**config.mk**
```make
export PLATFORM = sky130hd
export DESIGN_NAME = float_sample_range_stats_top
export DESIGN_NICKNAME = d
export VERILOG_FILES = /design/src/hdl/fsrs_pkg.sv /design/src/hdl/fsrs_stat_mem.sv /design/src/hdl/fsrs_update.sv /design/src/hdl/fsrs_out_queue.sv /design/src/hdl/float_sample_range_stats_top.sv
export SDC_FILE = /design/constraint.sdc
export NUM_CORES = 2
export LEC_CHECK = 0
export BUFFER_PORTS_ARGS = -buffer_cell sky130_fd_sc_hd__buf_2
export CORE_MARGIN = 8
export CORE_UTILIZATION = 56
export DETAILED_ROUTE_END_ITERATION = 10
export PLACE_DENSITY = 0.75
export REMOVE_ABC_BUFFERS = 1
export SYNTH_ARGS = -nofsm -noshare
export SYNTH_HDL_FRONTEND = slang
export SYNTH_HIERARCHICAL = 1
export SYNTH_SLANG_ARGS = --single-unit
```
**constraint.sdc**
```tcl
create_clock -name clk -period 24.8 [get_ports clk]
set_input_delay 0 -clock clk [delete_from_list [all_inputs] [get_ports clk]]
set_output_delay 0 -clock clk [all_outputs]
set_load 0.03 [all_outputs]
```
**src/hdl/fsrs_pkg.sv**
```systemverilog
package fsrs_pkg;

    localparam int SAMPLE_W = 32;
    localparam int CH_W     = 2;

    localparam int DEF_NUM_CHANNELS = 3;
    localparam int DEF_COUNT_WIDTH  = 38;

    // Counter slots inside one statistics entry.
    localparam int NUM_CNT    = 6;
    localparam int CNT_NAN    = 0;
    localparam int CNT_POSINF = 1;
    localparam int CNT_NEGINF = 2;
    localparam int CNT_BELOW  = 3;
    localparam int CNT_ABOVE  = 4;
    localparam int CNT_FINITE = 5;

    localparam logic [SAMPLE_W-1:0] SIGN_BIT  = 32'h8000_0000;
    localparam logic [SAMPLE_W-1:0] EXP_MASK  = 32'h7f80_0000;
    localparam logic [SAMPLE_W-1:0] FRAC_MASK = 32'h007f_ffff;
    localparam logic [SAMPLE_W-1:0] MAG_MASK  = 32'h7fff_ffff;
    localparam logic [SAMPLE_W-1:0] ONE_BITS  = 32'h3f80_0000;

    // Result queue between the update stage and the output port.
    localparam int OQ_DEPTH = 4;
    localparam int OQ_PTR_W = $clog2(OQ_DEPTH);

    // Maps a binary32 pattern onto an unsigned key with the same order.
    function automatic logic [SAMPLE_W-1:0] key_of(input logic [SAMPLE_W-1:0] b);
        logic [SAMPLE_W-1:0] k;
        if (b[SAMPLE_W-1])
        begin
            k = ~b;
        end
        else
        begin
            k = b ^ SIGN_BIT;
        end
        return k;
    endfunction

endpackage

```
**src/hdl/fsrs_stat_mem.sv**
```systemverilog
module fsrs_stat_mem #(
    parameter int NUM_CHANNELS = fsrs_pkg::DEF_NUM_CHANNELS,
    parameter int COUNT_WIDTH  = fsrs_pkg::DEF_COUNT_WIDTH,
    parameter int ADDR_W       = 1
) (
    input  logic                                             clk,
    input  logic                                             rst_n,
    input  logic                                             rd_en,
    input  logic [ADDR_W-1:0]                                rd_addr,
    output logic [fsrs_pkg::NUM_CNT-1:0][COUNT_WIDTH-1:0]   rd_counts,
    output logic [fsrs_pkg::SAMPLE_W-1:0]                    rd_min,
    output logic [fsrs_pkg::SAMPLE_W-1:0]                    rd_max,
    input  logic                                             wr_en,
    input  logic [ADDR_W-1:0]                                wr_addr,
    input  logic [fsrs_pkg::NUM_CNT-1:0][COUNT_WIDTH-1:0]   wr_counts,
    input  logic [fsrs_pkg::SAMPLE_W-1:0]                    wr_min,
    input  logic [fsrs_pkg::SAMPLE_W-1:0]                    wr_max
);
    import fsrs_pkg::*;

    localparam int WORD_W = NUM_CNT * COUNT_WIDTH + 2 * SAMPLE_W;

    logic [WORD_W-1:0]       mem [NUM_CHANNELS];
    logic [NUM_CHANNELS-1:0] valid_reg;
    logic [WORD_W-1:0]       rd_word_reg;
    logic                    rd_hit_reg;
    logic [WORD_W-1:0]       rd_word;

    always_ff @(posedge clk)
    begin
        if (wr_en)
        begin
            mem[wr_addr] <= {wr_counts, wr_min, wr_max};
        end
        if (rd_en)
        begin
            rd_word_reg <= mem[rd_addr];
        end
    end

    // An entry never written since reset reads as all zero.
    always_ff @(posedge clk or negedge rst_n)
    begin
        if (!rst_n)
        begin
            valid_reg  <= '0;
            rd_hit_reg <= 1'b0;
        end
        else
        begin
            if (wr_en)
            begin
                valid_reg[wr_addr] <= 1'b1;
            end
            if (rd_en)
            begin
                rd_hit_reg <= valid_reg[rd_addr];
            end
        end
    end

    assign rd_word = rd_hit_reg ? rd_word_reg : '0;
    assign {rd_counts, rd_min, rd_max} = rd_word;

endmodule

```
**src/hdl/fsrs_update.sv**
```systemverilog
module fsrs_update #(
    parameter int COUNT_WIDTH = fsrs_pkg::DEF_COUNT_WIDTH
) (
    input  logic [fsrs_pkg::SAMPLE_W-1:0]                    sample,
    input  logic [fsrs_pkg::NUM_CNT-1:0][COUNT_WIDTH-1:0]   old_counts,
    input  logic [fsrs_pkg::SAMPLE_W-1:0]                    old_min,
    input  logic [fsrs_pkg::SAMPLE_W-1:0]                    old_max,
    output logic [fsrs_pkg::NUM_CNT-1:0][COUNT_WIDTH-1:0]   new_counts,
    output logic [fsrs_pkg::SAMPLE_W-1:0]                    new_min,
    output logic [fsrs_pkg::SAMPLE_W-1:0]                    new_max
);
    import fsrs_pkg::*;

    localparam logic [COUNT_WIDTH-1:0] CNT_TOP = '1;

    function automatic logic [COUNT_WIDTH-1:0] bump(input logic [COUNT_WIDTH-1:0] c);
        logic [COUNT_WIDTH-1:0] r;
        if (c == CNT_TOP)
        begin
            r = c;
        end
        else
        begin
            r = c + COUNT_WIDTH'(1);
        end
        return r;
    endfunction

    logic                is_special;
    logic                frac_nz;
    logic                neg;
    logic                mag_zero;
    logic                first;
    logic [SAMPLE_W-1:0] clean;
    logic [SAMPLE_W-1:0] key;

    assign is_special = (sample & EXP_MASK) == EXP_MASK;
    assign frac_nz    = (sample & FRAC_MASK) != '0;
    assign neg        = sample[SAMPLE_W-1];
    assign mag_zero   = (sample & MAG_MASK) == '0;
    assign first      = old_counts[CNT_FINITE] == '0;
    // Negative zero is folded into positive zero before the compare.
    assign clean      = mag_zero ? '0 : sample;
    assign key        = key_of(clean);

    always_comb
    begin
        new_counts = old_counts;
        new_min    = old_min;
        new_max    = old_max;
        if (is_special)
        begin
            if (frac_nz)
            begin
                new_counts[CNT_NAN] = bump(old_counts[CNT_NAN]);
            end
            else if (neg)
            begin
                new_counts[CNT_NEGINF] = bump(old_counts[CNT_NEGINF]);
            end
            else
            begin
                new_counts[CNT_POSINF] = bump(old_counts[CNT_POSINF]);
            end
        end
        else
        begin
            if (neg && !mag_zero)
            begin
                new_counts[CNT_BELOW] = bump(old_counts[CNT_BELOW]);
            end
            if (!neg && sample > ONE_BITS)
            begin
                new_counts[CNT_ABOVE] = bump(old_counts[CNT_ABOVE]);
            end
            if (first || key < key_of(old_min))
            begin
                new_min = clean;
            end
            if (first || key > key_of(old_max))
            begin
                new_max = clean;
            end
            new_counts[CNT_FINITE] = bump(old_counts[CNT_FINITE]);
        end
    end

endmodule

```
**src/hdl/fsrs_out_queue.sv**
```systemverilog
module fsrs_out_queue #(
    parameter int COUNT_WIDTH = fsrs_pkg::DEF_COUNT_WIDTH
) (
    input  logic                                             clk,
    input  logic                                             rst_n,
    input  logic                                             push,
    input  logic [fsrs_pkg::CH_W-1:0]                        push_channel,
    input  logic [fsrs_pkg::NUM_CNT-1:0][COUNT_WIDTH-1:0]   push_counts,
    input  logic [fsrs_pkg::SAMPLE_W-1:0]                    push_min,
    input  logic [fsrs_pkg::SAMPLE_W-1:0]                    push_max,
    output logic                                             head_valid,
    input  logic                                             pop,
    output logic [fsrs_pkg::CH_W-1:0]                        head_channel,
    output logic [fsrs_pkg::NUM_CNT-1:0][COUNT_WIDTH-1:0]   head_counts,
    output logic [fsrs_pkg::SAMPLE_W-1:0]                    head_min,
    output logic [fsrs_pkg::SAMPLE_W-1:0]                    head_max,
    output logic [fsrs_pkg::OQ_PTR_W:0]                      level
);
    import fsrs_pkg::*;

    logic [CH_W-1:0]                       chan_q_reg   [OQ_DEPTH];
    logic [NUM_CNT-1:0][COUNT_WIDTH-1:0]   counts_q_reg [OQ_DEPTH];
    logic [SAMPLE_W-1:0]                   min_q_reg    [OQ_DEPTH];
    logic [SAMPLE_W-1:0]                   max_q_reg    [OQ_DEPTH];
    logic [OQ_PTR_W-1:0]                   wr_ptr_reg;
    logic [OQ_PTR_W-1:0]                   rd_ptr_reg;
    logic [OQ_PTR_W:0]                     count_reg;
    logic [OQ_PTR_W:0]                     count_next;

    always_ff @(posedge clk)
    begin
        if (push)
        begin
            chan_q_reg[wr_ptr_reg]   <= push_channel;
            counts_q_reg[wr_ptr_reg] <= push_counts;
            min_q_reg[wr_ptr_reg]    <= push_min;
            max_q_reg[wr_ptr_reg]    <= push_max;
        end
    end

    always_comb
    begin
        count_next = count_reg;
        if (push && !pop)
        begin
            count_next = count_reg + 1'b1;
        end
        else if (pop && !push)
        begin
            count_next = count_reg - 1'b1;
        end
    end

    always_ff @(posedge clk or negedge rst_n)
    begin
        if (!rst_n)
        begin
            wr_ptr_reg <= '0;
            rd_ptr_reg <= '0;
            count_reg  <= '0;
        end
        else
        begin
            if (push)
            begin
                wr_ptr_reg <= wr_ptr_reg + 1'b1;
            end
            if (pop)
            begin
                rd_ptr_reg <= rd_ptr_reg + 1'b1;
            end
            count_reg <= count_next;
        end
    end

    assign head_valid   = count_reg != '0;
    assign head_channel = chan_q_reg[rd_ptr_reg];
    assign head_counts  = counts_q_reg[rd_ptr_reg];
    assign head_min     = min_q_reg[rd_ptr_reg];
    assign head_max     = max_q_reg[rd_ptr_reg];
    assign level        = count_reg;

endmodule

```
**src/hdl/float_sample_range_stats_top.sv**
```systemverilog
// Per-channel statistics of a binary32 sample stream: NaN, +/-infinity, finite,
// below-zero and above-one counts (saturating) plus the finite minimum and
// maximum, with one result word per accepted sample. The block takes one word
// per clock while in_stall is low. For each accepted sample the statistics
// memory is read at the accepting edge, and the update, write-back and queue
// push complete at the next edge. A write-back register forwards a channel's
// newest entry to a sample of the same channel right behind it. Results wait
// in a four-word queue, and in_stall rises only when that queue could
// overflow because out_stall holds it back. Entries start at zero after reset
// through one valid bit per channel, so no clearing pass is needed. A channel
// number at or above NUM_CHANNELS leaves the statistics alone and returns
// zeros.
module float_sample_range_stats_top #(
    parameter int NUM_CHANNELS = fsrs_pkg::DEF_NUM_CHANNELS,
    parameter int COUNT_WIDTH  = fsrs_pkg::DEF_COUNT_WIDTH
) (
    input  logic                          clk,
    input  logic                          rst_n,
    input  logic                          in_valid,
    output logic                          in_stall,
    input  logic [fsrs_pkg::CH_W-1:0]     channel,
    input  logic [fsrs_pkg::SAMPLE_W-1:0] sample_bits,
    output logic                          out_valid,
    input  logic                          out_stall,
    output logic [fsrs_pkg::CH_W-1:0]     channel_out,
    output logic [COUNT_WIDTH-1:0]        nan_total,
    output logic [COUNT_WIDTH-1:0]        pos_inf_total,
    output logic [COUNT_WIDTH-1:0]        neg_inf_total,
    output logic [COUNT_WIDTH-1:0]        below_zero_total,
    output logic [COUNT_WIDTH-1:0]        above_one_total,
    output logic [COUNT_WIDTH-1:0]        finite_total,
    output logic [fsrs_pkg::SAMPLE_W-1:0] min_value,
    output logic [fsrs_pkg::SAMPLE_W-1:0] max_value
);
    import fsrs_pkg::*;

    localparam int ADDR_W = (NUM_CHANNELS > 1) ? $clog2(NUM_CHANNELS) : 1;
    localparam logic [CH_W:0] CH_LIMIT = (CH_W+1)'(NUM_CHANNELS);

    logic                                in_accept;
    logic                                in_range;

    logic                                s1_valid_reg;
    logic                                s1_range_reg;
    logic [CH_W-1:0]                     s1_ch_reg;
    logic [SAMPLE_W-1:0]                 s1_sample_reg;
    logic [ADDR_W-1:0]                   s1_addr;

    logic [NUM_CNT-1:0][COUNT_WIDTH-1:0] rd_counts;
    logic [SAMPLE_W-1:0]                 rd_min;
    logic [SAMPLE_W-1:0]                 rd_max;

    logic                                wb_valid_reg;
    logic [ADDR_W-1:0]                   wb_addr_reg;
    logic [NUM_CNT-1:0][COUNT_WIDTH-1:0] wb_counts_reg;
    logic [SAMPLE_W-1:0]                 wb_min_reg;
    logic [SAMPLE_W-1:0]                 wb_max_reg;

    logic                                fwd_hit;
    logic [NUM_CNT-1:0][COUNT_WIDTH-1:0] cur_counts;
    logic [SAMPLE_W-1:0]                 cur_min;
    logic [SAMPLE_W-1:0]                 cur_max;
    logic [NUM_CNT-1:0][COUNT_WIDTH-1:0] new_counts;
    logic [SAMPLE_W-1:0]                 new_min;
    logic [SAMPLE_W-1:0]                 new_max;
    logic                                wr_en;

    logic [NUM_CNT-1:0][COUNT_WIDTH-1:0] push_counts;
    logic [SAMPLE_W-1:0]                 push_min;
    logic [SAMPLE_W-1:0]                 push_max;
    logic [NUM_CNT-1:0][COUNT_WIDTH-1:0] head_counts;
    logic [OQ_PTR_W:0]                   oq_level;
    logic [OQ_PTR_W+1:0]                 pending;
    logic                                out_pop;

    assign in_accept = in_valid && !in_stall;
    assign in_range  = {1'b0, channel} < CH_LIMIT;

    // Every word in flight must find a queue slot, whatever the output side does.
    assign pending  = {1'b0, oq_level} + {{(OQ_PTR_W+1){1'b0}}, s1_valid_reg};
    assign in_stall = pending >= (OQ_PTR_W+2)'(OQ_DEPTH);

    fsrs_stat_mem #(
        .NUM_CHANNELS (NUM_CHANNELS),
        .COUNT_WIDTH  (COUNT_WIDTH),
        .ADDR_W       (ADDR_W)
    ) u_mem (
        .clk       (clk),
        .rst_n     (rst_n),
        .rd_en     (in_accept && in_range),
        .rd_addr   (channel[ADDR_W-1:0]),
        .rd_counts (rd_counts),
        .rd_min    (rd_min),
        .rd_max    (rd_max),
        .wr_en     (wr_en),
        .wr_addr   (s1_addr),
        .wr_counts (new_counts),
        .wr_min    (new_min),
        .wr_max    (new_max)
    );

    always_ff @(posedge clk)
    begin
        if (in_accept)
        begin
            s1_range_reg  <= in_range;
            s1_ch_reg     <= channel;
            s1_sample_reg <= sample_bits;
        end
        if (wr_en)
        begin
            wb_addr_reg   <= s1_addr;
            wb_counts_reg <= new_counts;
            wb_min_reg    <= new_min;
            wb_max_reg    <= new_max;
        end
    end

    always_ff @(posedge clk or negedge rst_n)
    begin
        if (!rst_n)
        begin
            s1_valid_reg <= 1'b0;
            wb_valid_reg <= 1'b0;
        end
        else
        begin
            s1_valid_reg <= in_accept;
            wb_valid_reg <= wr_en;
        end
    end

    assign s1_addr = s1_ch_reg[ADDR_W-1:0];
    assign wr_en   = s1_valid_reg && s1_range_reg;

    // The memory read taken at the same edge as the last write misses that write.
    assign fwd_hit    = wb_valid_reg && (wb_addr_reg == s1_addr);
    assign cur_counts = fwd_hit ? wb_counts_reg : rd_counts;
    assign cur_min    = fwd_hit ? wb_min_reg    : rd_min;
    assign cur_max    = fwd_hit ? wb_max_reg    : rd_max;

    fsrs_update #(
        .COUNT_WIDTH (COUNT_WIDTH)
    ) u_update (
        .sample     (s1_sample_reg),
        .old_counts (cur_counts),
        .old_min    (cur_min),
        .old_max    (cur_max),
        .new_counts (new_counts),
        .new_min    (new_min),
        .new_max    (new_max)
    );

    assign push_counts = s1_range_reg ? new_counts : '0;
    assign push_min    = s1_range_reg ? new_min    : '0;
    assign push_max    = s1_range_reg ? new_max    : '0;

    assign out_pop = out_valid && !out_stall;

    fsrs_out_queue #(
        .COUNT_WIDTH (COUNT_WIDTH)
    ) u_queue (
        .clk          (clk),
        .rst_n        (rst_n),
        .push         (s1_valid_reg),
        .push_channel (s1_ch_reg),
        .push_counts  (push_counts),
        .push_min     (push_min),
        .push_max     (push_max),
        .head_valid   (out_valid),
        .pop          (out_pop),
        .head_channel (channel_out),
        .head_counts  (head_counts),
        .head_min     (min_value),
        .head_max     (max_value),
        .level        (oq_level)
    );

    assign nan_total        = head_counts[CNT_NAN];
    assign pos_inf_total    = head_counts[CNT_POSINF];
    assign neg_inf_total    = head_counts[CNT_NEGINF];
    assign below_zero_total = head_counts[CNT_BELOW];
    assign above_one_total  = head_counts[CNT_ABOVE];
    assign finite_total     = head_counts[CNT_FINITE];

endmodule

```
==> summary.txt <==
Run status
  – Status: completed

Yosys
  – Top cell type's share of synthesized area: 72.2%
  – Synth Register Bits: 2,686
  – Synth cell types: 83
  – Ys flop type: edfxtp_1
  – Synth area leader: edfxtp_1
  – Top-count cell post-synth: edfxtp_1
  – Largest cells by area after synthesis: edfxtp_1 72%, mux4_2 6.0%, mux2_2 3.4%
  – Seq/Total Area, Yosys: 72.5%
  – Post-synth EDFFs: 2,673
  – Commonest cells in the synthesized netlist: 2,673 x edfxtp_1, 604 x and2_1, 461 x nand2_1
  – Post-Syn Area: 111,000 sq um
  – Gate Count Post-Synth: 6,406
  – Async set-reset flop share out of synthesis: 0.484%
  – Synthesized area per cell: 17.4 sq um
  – YS warnings: 6

Critical path
  – Startpoint Class: flop
  – Critical path class: reg2reg
  – Max incr delay on CP: 0.76 ns
  – Worst EP required: 25.53 ns
  – Crit path cell chain: xnor2_1 > nand3_4 > buf_4 > buf_4 > buf_4 > mux2_2 > nor4_1 > nand4_1 > or3_2 > buf_4 > nor2b_2 > buf_4 > nand2_1 > o221ai_1 > a311oi_1 > and2_1
  – Max FO, Critical Path: 66
  – Flop-to-flop setup slack: 17.33 ns
  – Launching point of the worst reg2reg path: s1_addr[0]$_DFFE_PP_
  – Setup crit end kind: flop
  – Critical Path Slowest Stage Cell: buf_4
  – Crit path launch: s1_addr[0]$_DFFE_PP_
  – Arr. time, crit path: 8.20 ns
  – Most used cell, CP: buf_4

Global routing
  – First-pass GRT wire length: 372,000 microns
  – Initial antenna violation count: 8
  – GRT Total Usage: 22.9%
  – Largest net degree at the start of global routing: 179
  – Vias in the first global route: 60,556
  – Global route overflow: 0

Placement
  – Routability Congestion: 0.836
  – HPWL after DPL: 140,000 microns
  – Port bufs: 333
  – Worst slack, placed: 17.55 ns
  – Area after DPL: 115,000 sq um

Pwr
  – Final Power: 0.0144 W
  – Lkg Pwr: 42.8 nW
  – Maximum VDD drop: 168 uV
  – Pwr dens: 116 nW/um^2

Floorplan
  – Die Area: 213,000 sq um
  – Die Span Y: 462 microns
  – Initial Util: 56.3%
  – Die Wd: 462 microns
  – Core area: 197,000 sq um
  – Row cnt: 163
  – I/O pin count: 334

Timing
  – Hold Fails Final Rpt: 0
  – Worst Tran Pin Value: 1.19 ns
  – F_max: 0.134 GHz
  – Relative slew slack: 20.5%
  – Worst Skew: 0.0496 ns
  – RSZ-0062 raised after global routing: no
  – Final WS setup: 17.33 ns
  – Worst Hold Slack: 0.242 ns
  – Fin crit share: 30.1%
  – Final setup fails: 0
  – Setup_tns: 0 ns
  – Slew Viols, Final: 0
  – Post-layout minimum cycle time: 7.47 ns

Cells and area
  – Final Cell Area: 124,000 sq um
  – Nets: 6,983
  – Area grow syn2layout: 11.9%
  – Max reg flops: 912
  – Share of post-route cells with drive strength above 1: 20.9%

Detailed routing
  – DRT antenna net count: 0
  – First-iteration detailed-routing DRC count: 5,691
  – Routed vias/inst: 6.05
  – Post-Route WL: 248,000 microns
  – # DRC: 0
  – Detailed Routing Iterations Pass 1: 5
  – Routed via count: 58,788
  – Drt wl/cell: 25.5 microns

Clock tree
  – Post-CTS Setup Bufs: 0
  – Clk root buf: clkbuf_16
  – Clock-pin slew on the worst setup and hold paths: 0.06 ns
  – CTS Buf Count: 286
  – Sinks on Clock Net: 2,686
  – Worst skew pair latency: 0.92 ns
  – CTS tree: done
  – Clk buf depth: 4
  – CTS HTree Levels: 5

Min path
  – Hold Path Class: in2reg
  – Hold_sp: in_valid

Run
  – Max Cap Viol: 0
critical path: cells and delay by family, from the launching register on:
family / cells / cell delay [ns]
AND/OR/NAND/NOR: 7 / 2.34
multiplexers: 1 / 0.46
flip-flops: 1 / 0.53
buffers and inverters: 5 / 2.90
AO/OA/AOI/OAI: 2 / 0.68
XOR/XNOR: 1 / 0.23
cells by family (layout without fill, tap and decap cells):
family | Yosys count | in the layout | share of synthesized area (%)
xor gates and xnor gates | 270 | 270 | 2.13
buffers and inverters | 359 | 1024 | 2.10
muxes | 955 | 955 | 12.3
and+or+nand+nor | 1576 | 1576 | 7.68
adders and majority gates | 76 | 76 | 0.862
DFF | 2686 | 2686 | 72.5
other | 0 | 2 | 0
AOI/OAI and AO/OA | 484 | 484 | 2.45
per-stage QoR:
| step | util (%) | instances |
|---|---|---|
| floorplan | - | 6084 |
| global placement | 58.2 | 9150 |
| detailed placement | 58.2 | 9150 |
| CTS | 63.0 | 9711 |
| global route | 63.0 | 9711 |
| finish | 63.0 | 9713 |
per-layer routing:
metal,global-route usage [%],up-vias,wire length [microns]
li1,-,25694,-
met1,31.7,30096,102000
met2,37.5,2502,119000
met3,4.04,492,19400
met4,7.10,4,7200
met5,0,-,24
layout by cell type (no fill, tap or decap), types with 195 or more instances in the layout:
cell	count
xnor2_1	195
clkbuf_16	295
buf_2	331
mux4_2	294
mux2_2	336
mux2i_1	325
o21ai_1	260
nand2_1	461
and2_1	599
edfxtp_1	2673
repair_timing:
| action | 4_1_cts | 5_1_grt |
|---|---|---|
| hold buffers | 71 | 0 |
| resized for setup | 0 | 0 |
| hold endpoints to repair | 176 | 0 |
power by group:
group / internal (W) / switching, W
registers: 0.00607 / 0.000214
clock network: 0.00243 / 0.00165
logic: 0.00136 / 0.00273
total: 0.00985 / 0.00459
path summary, 6_finish.rpt:
path | endpoint | cells past startpoint
max | u_queue/max_q_reg[1][30]$_DFFE_PP_ | 16
min | s1_valid_reg$_DFF_PN0_ | 3
min reg2reg | u_mem/valid_reg[0]$_DFFE_PN0P_ | 1
max in group asynchronous | u_mem/rd_hit_reg$_DFFE_PN0P_ | 3
min in group asynchronous | u_queue/level[1]$_DFFE_PN0P_ | 3
max reg2reg | u_queue/max_q_reg[1][30]$_DFFE_PP_ | 16
layout make-up:
class                      count  area (sq um)
antenna                        2          5.00
sequential                  2686         80600
inverter                      37           139
timing repair buffer         497          3160
fill                       13708         73000
clock buffer                 350          7640
tap                         2640          3300
clock inverter               140          1260
multi-input combinational   3361         28300
(Power assumes the default switching activity.)
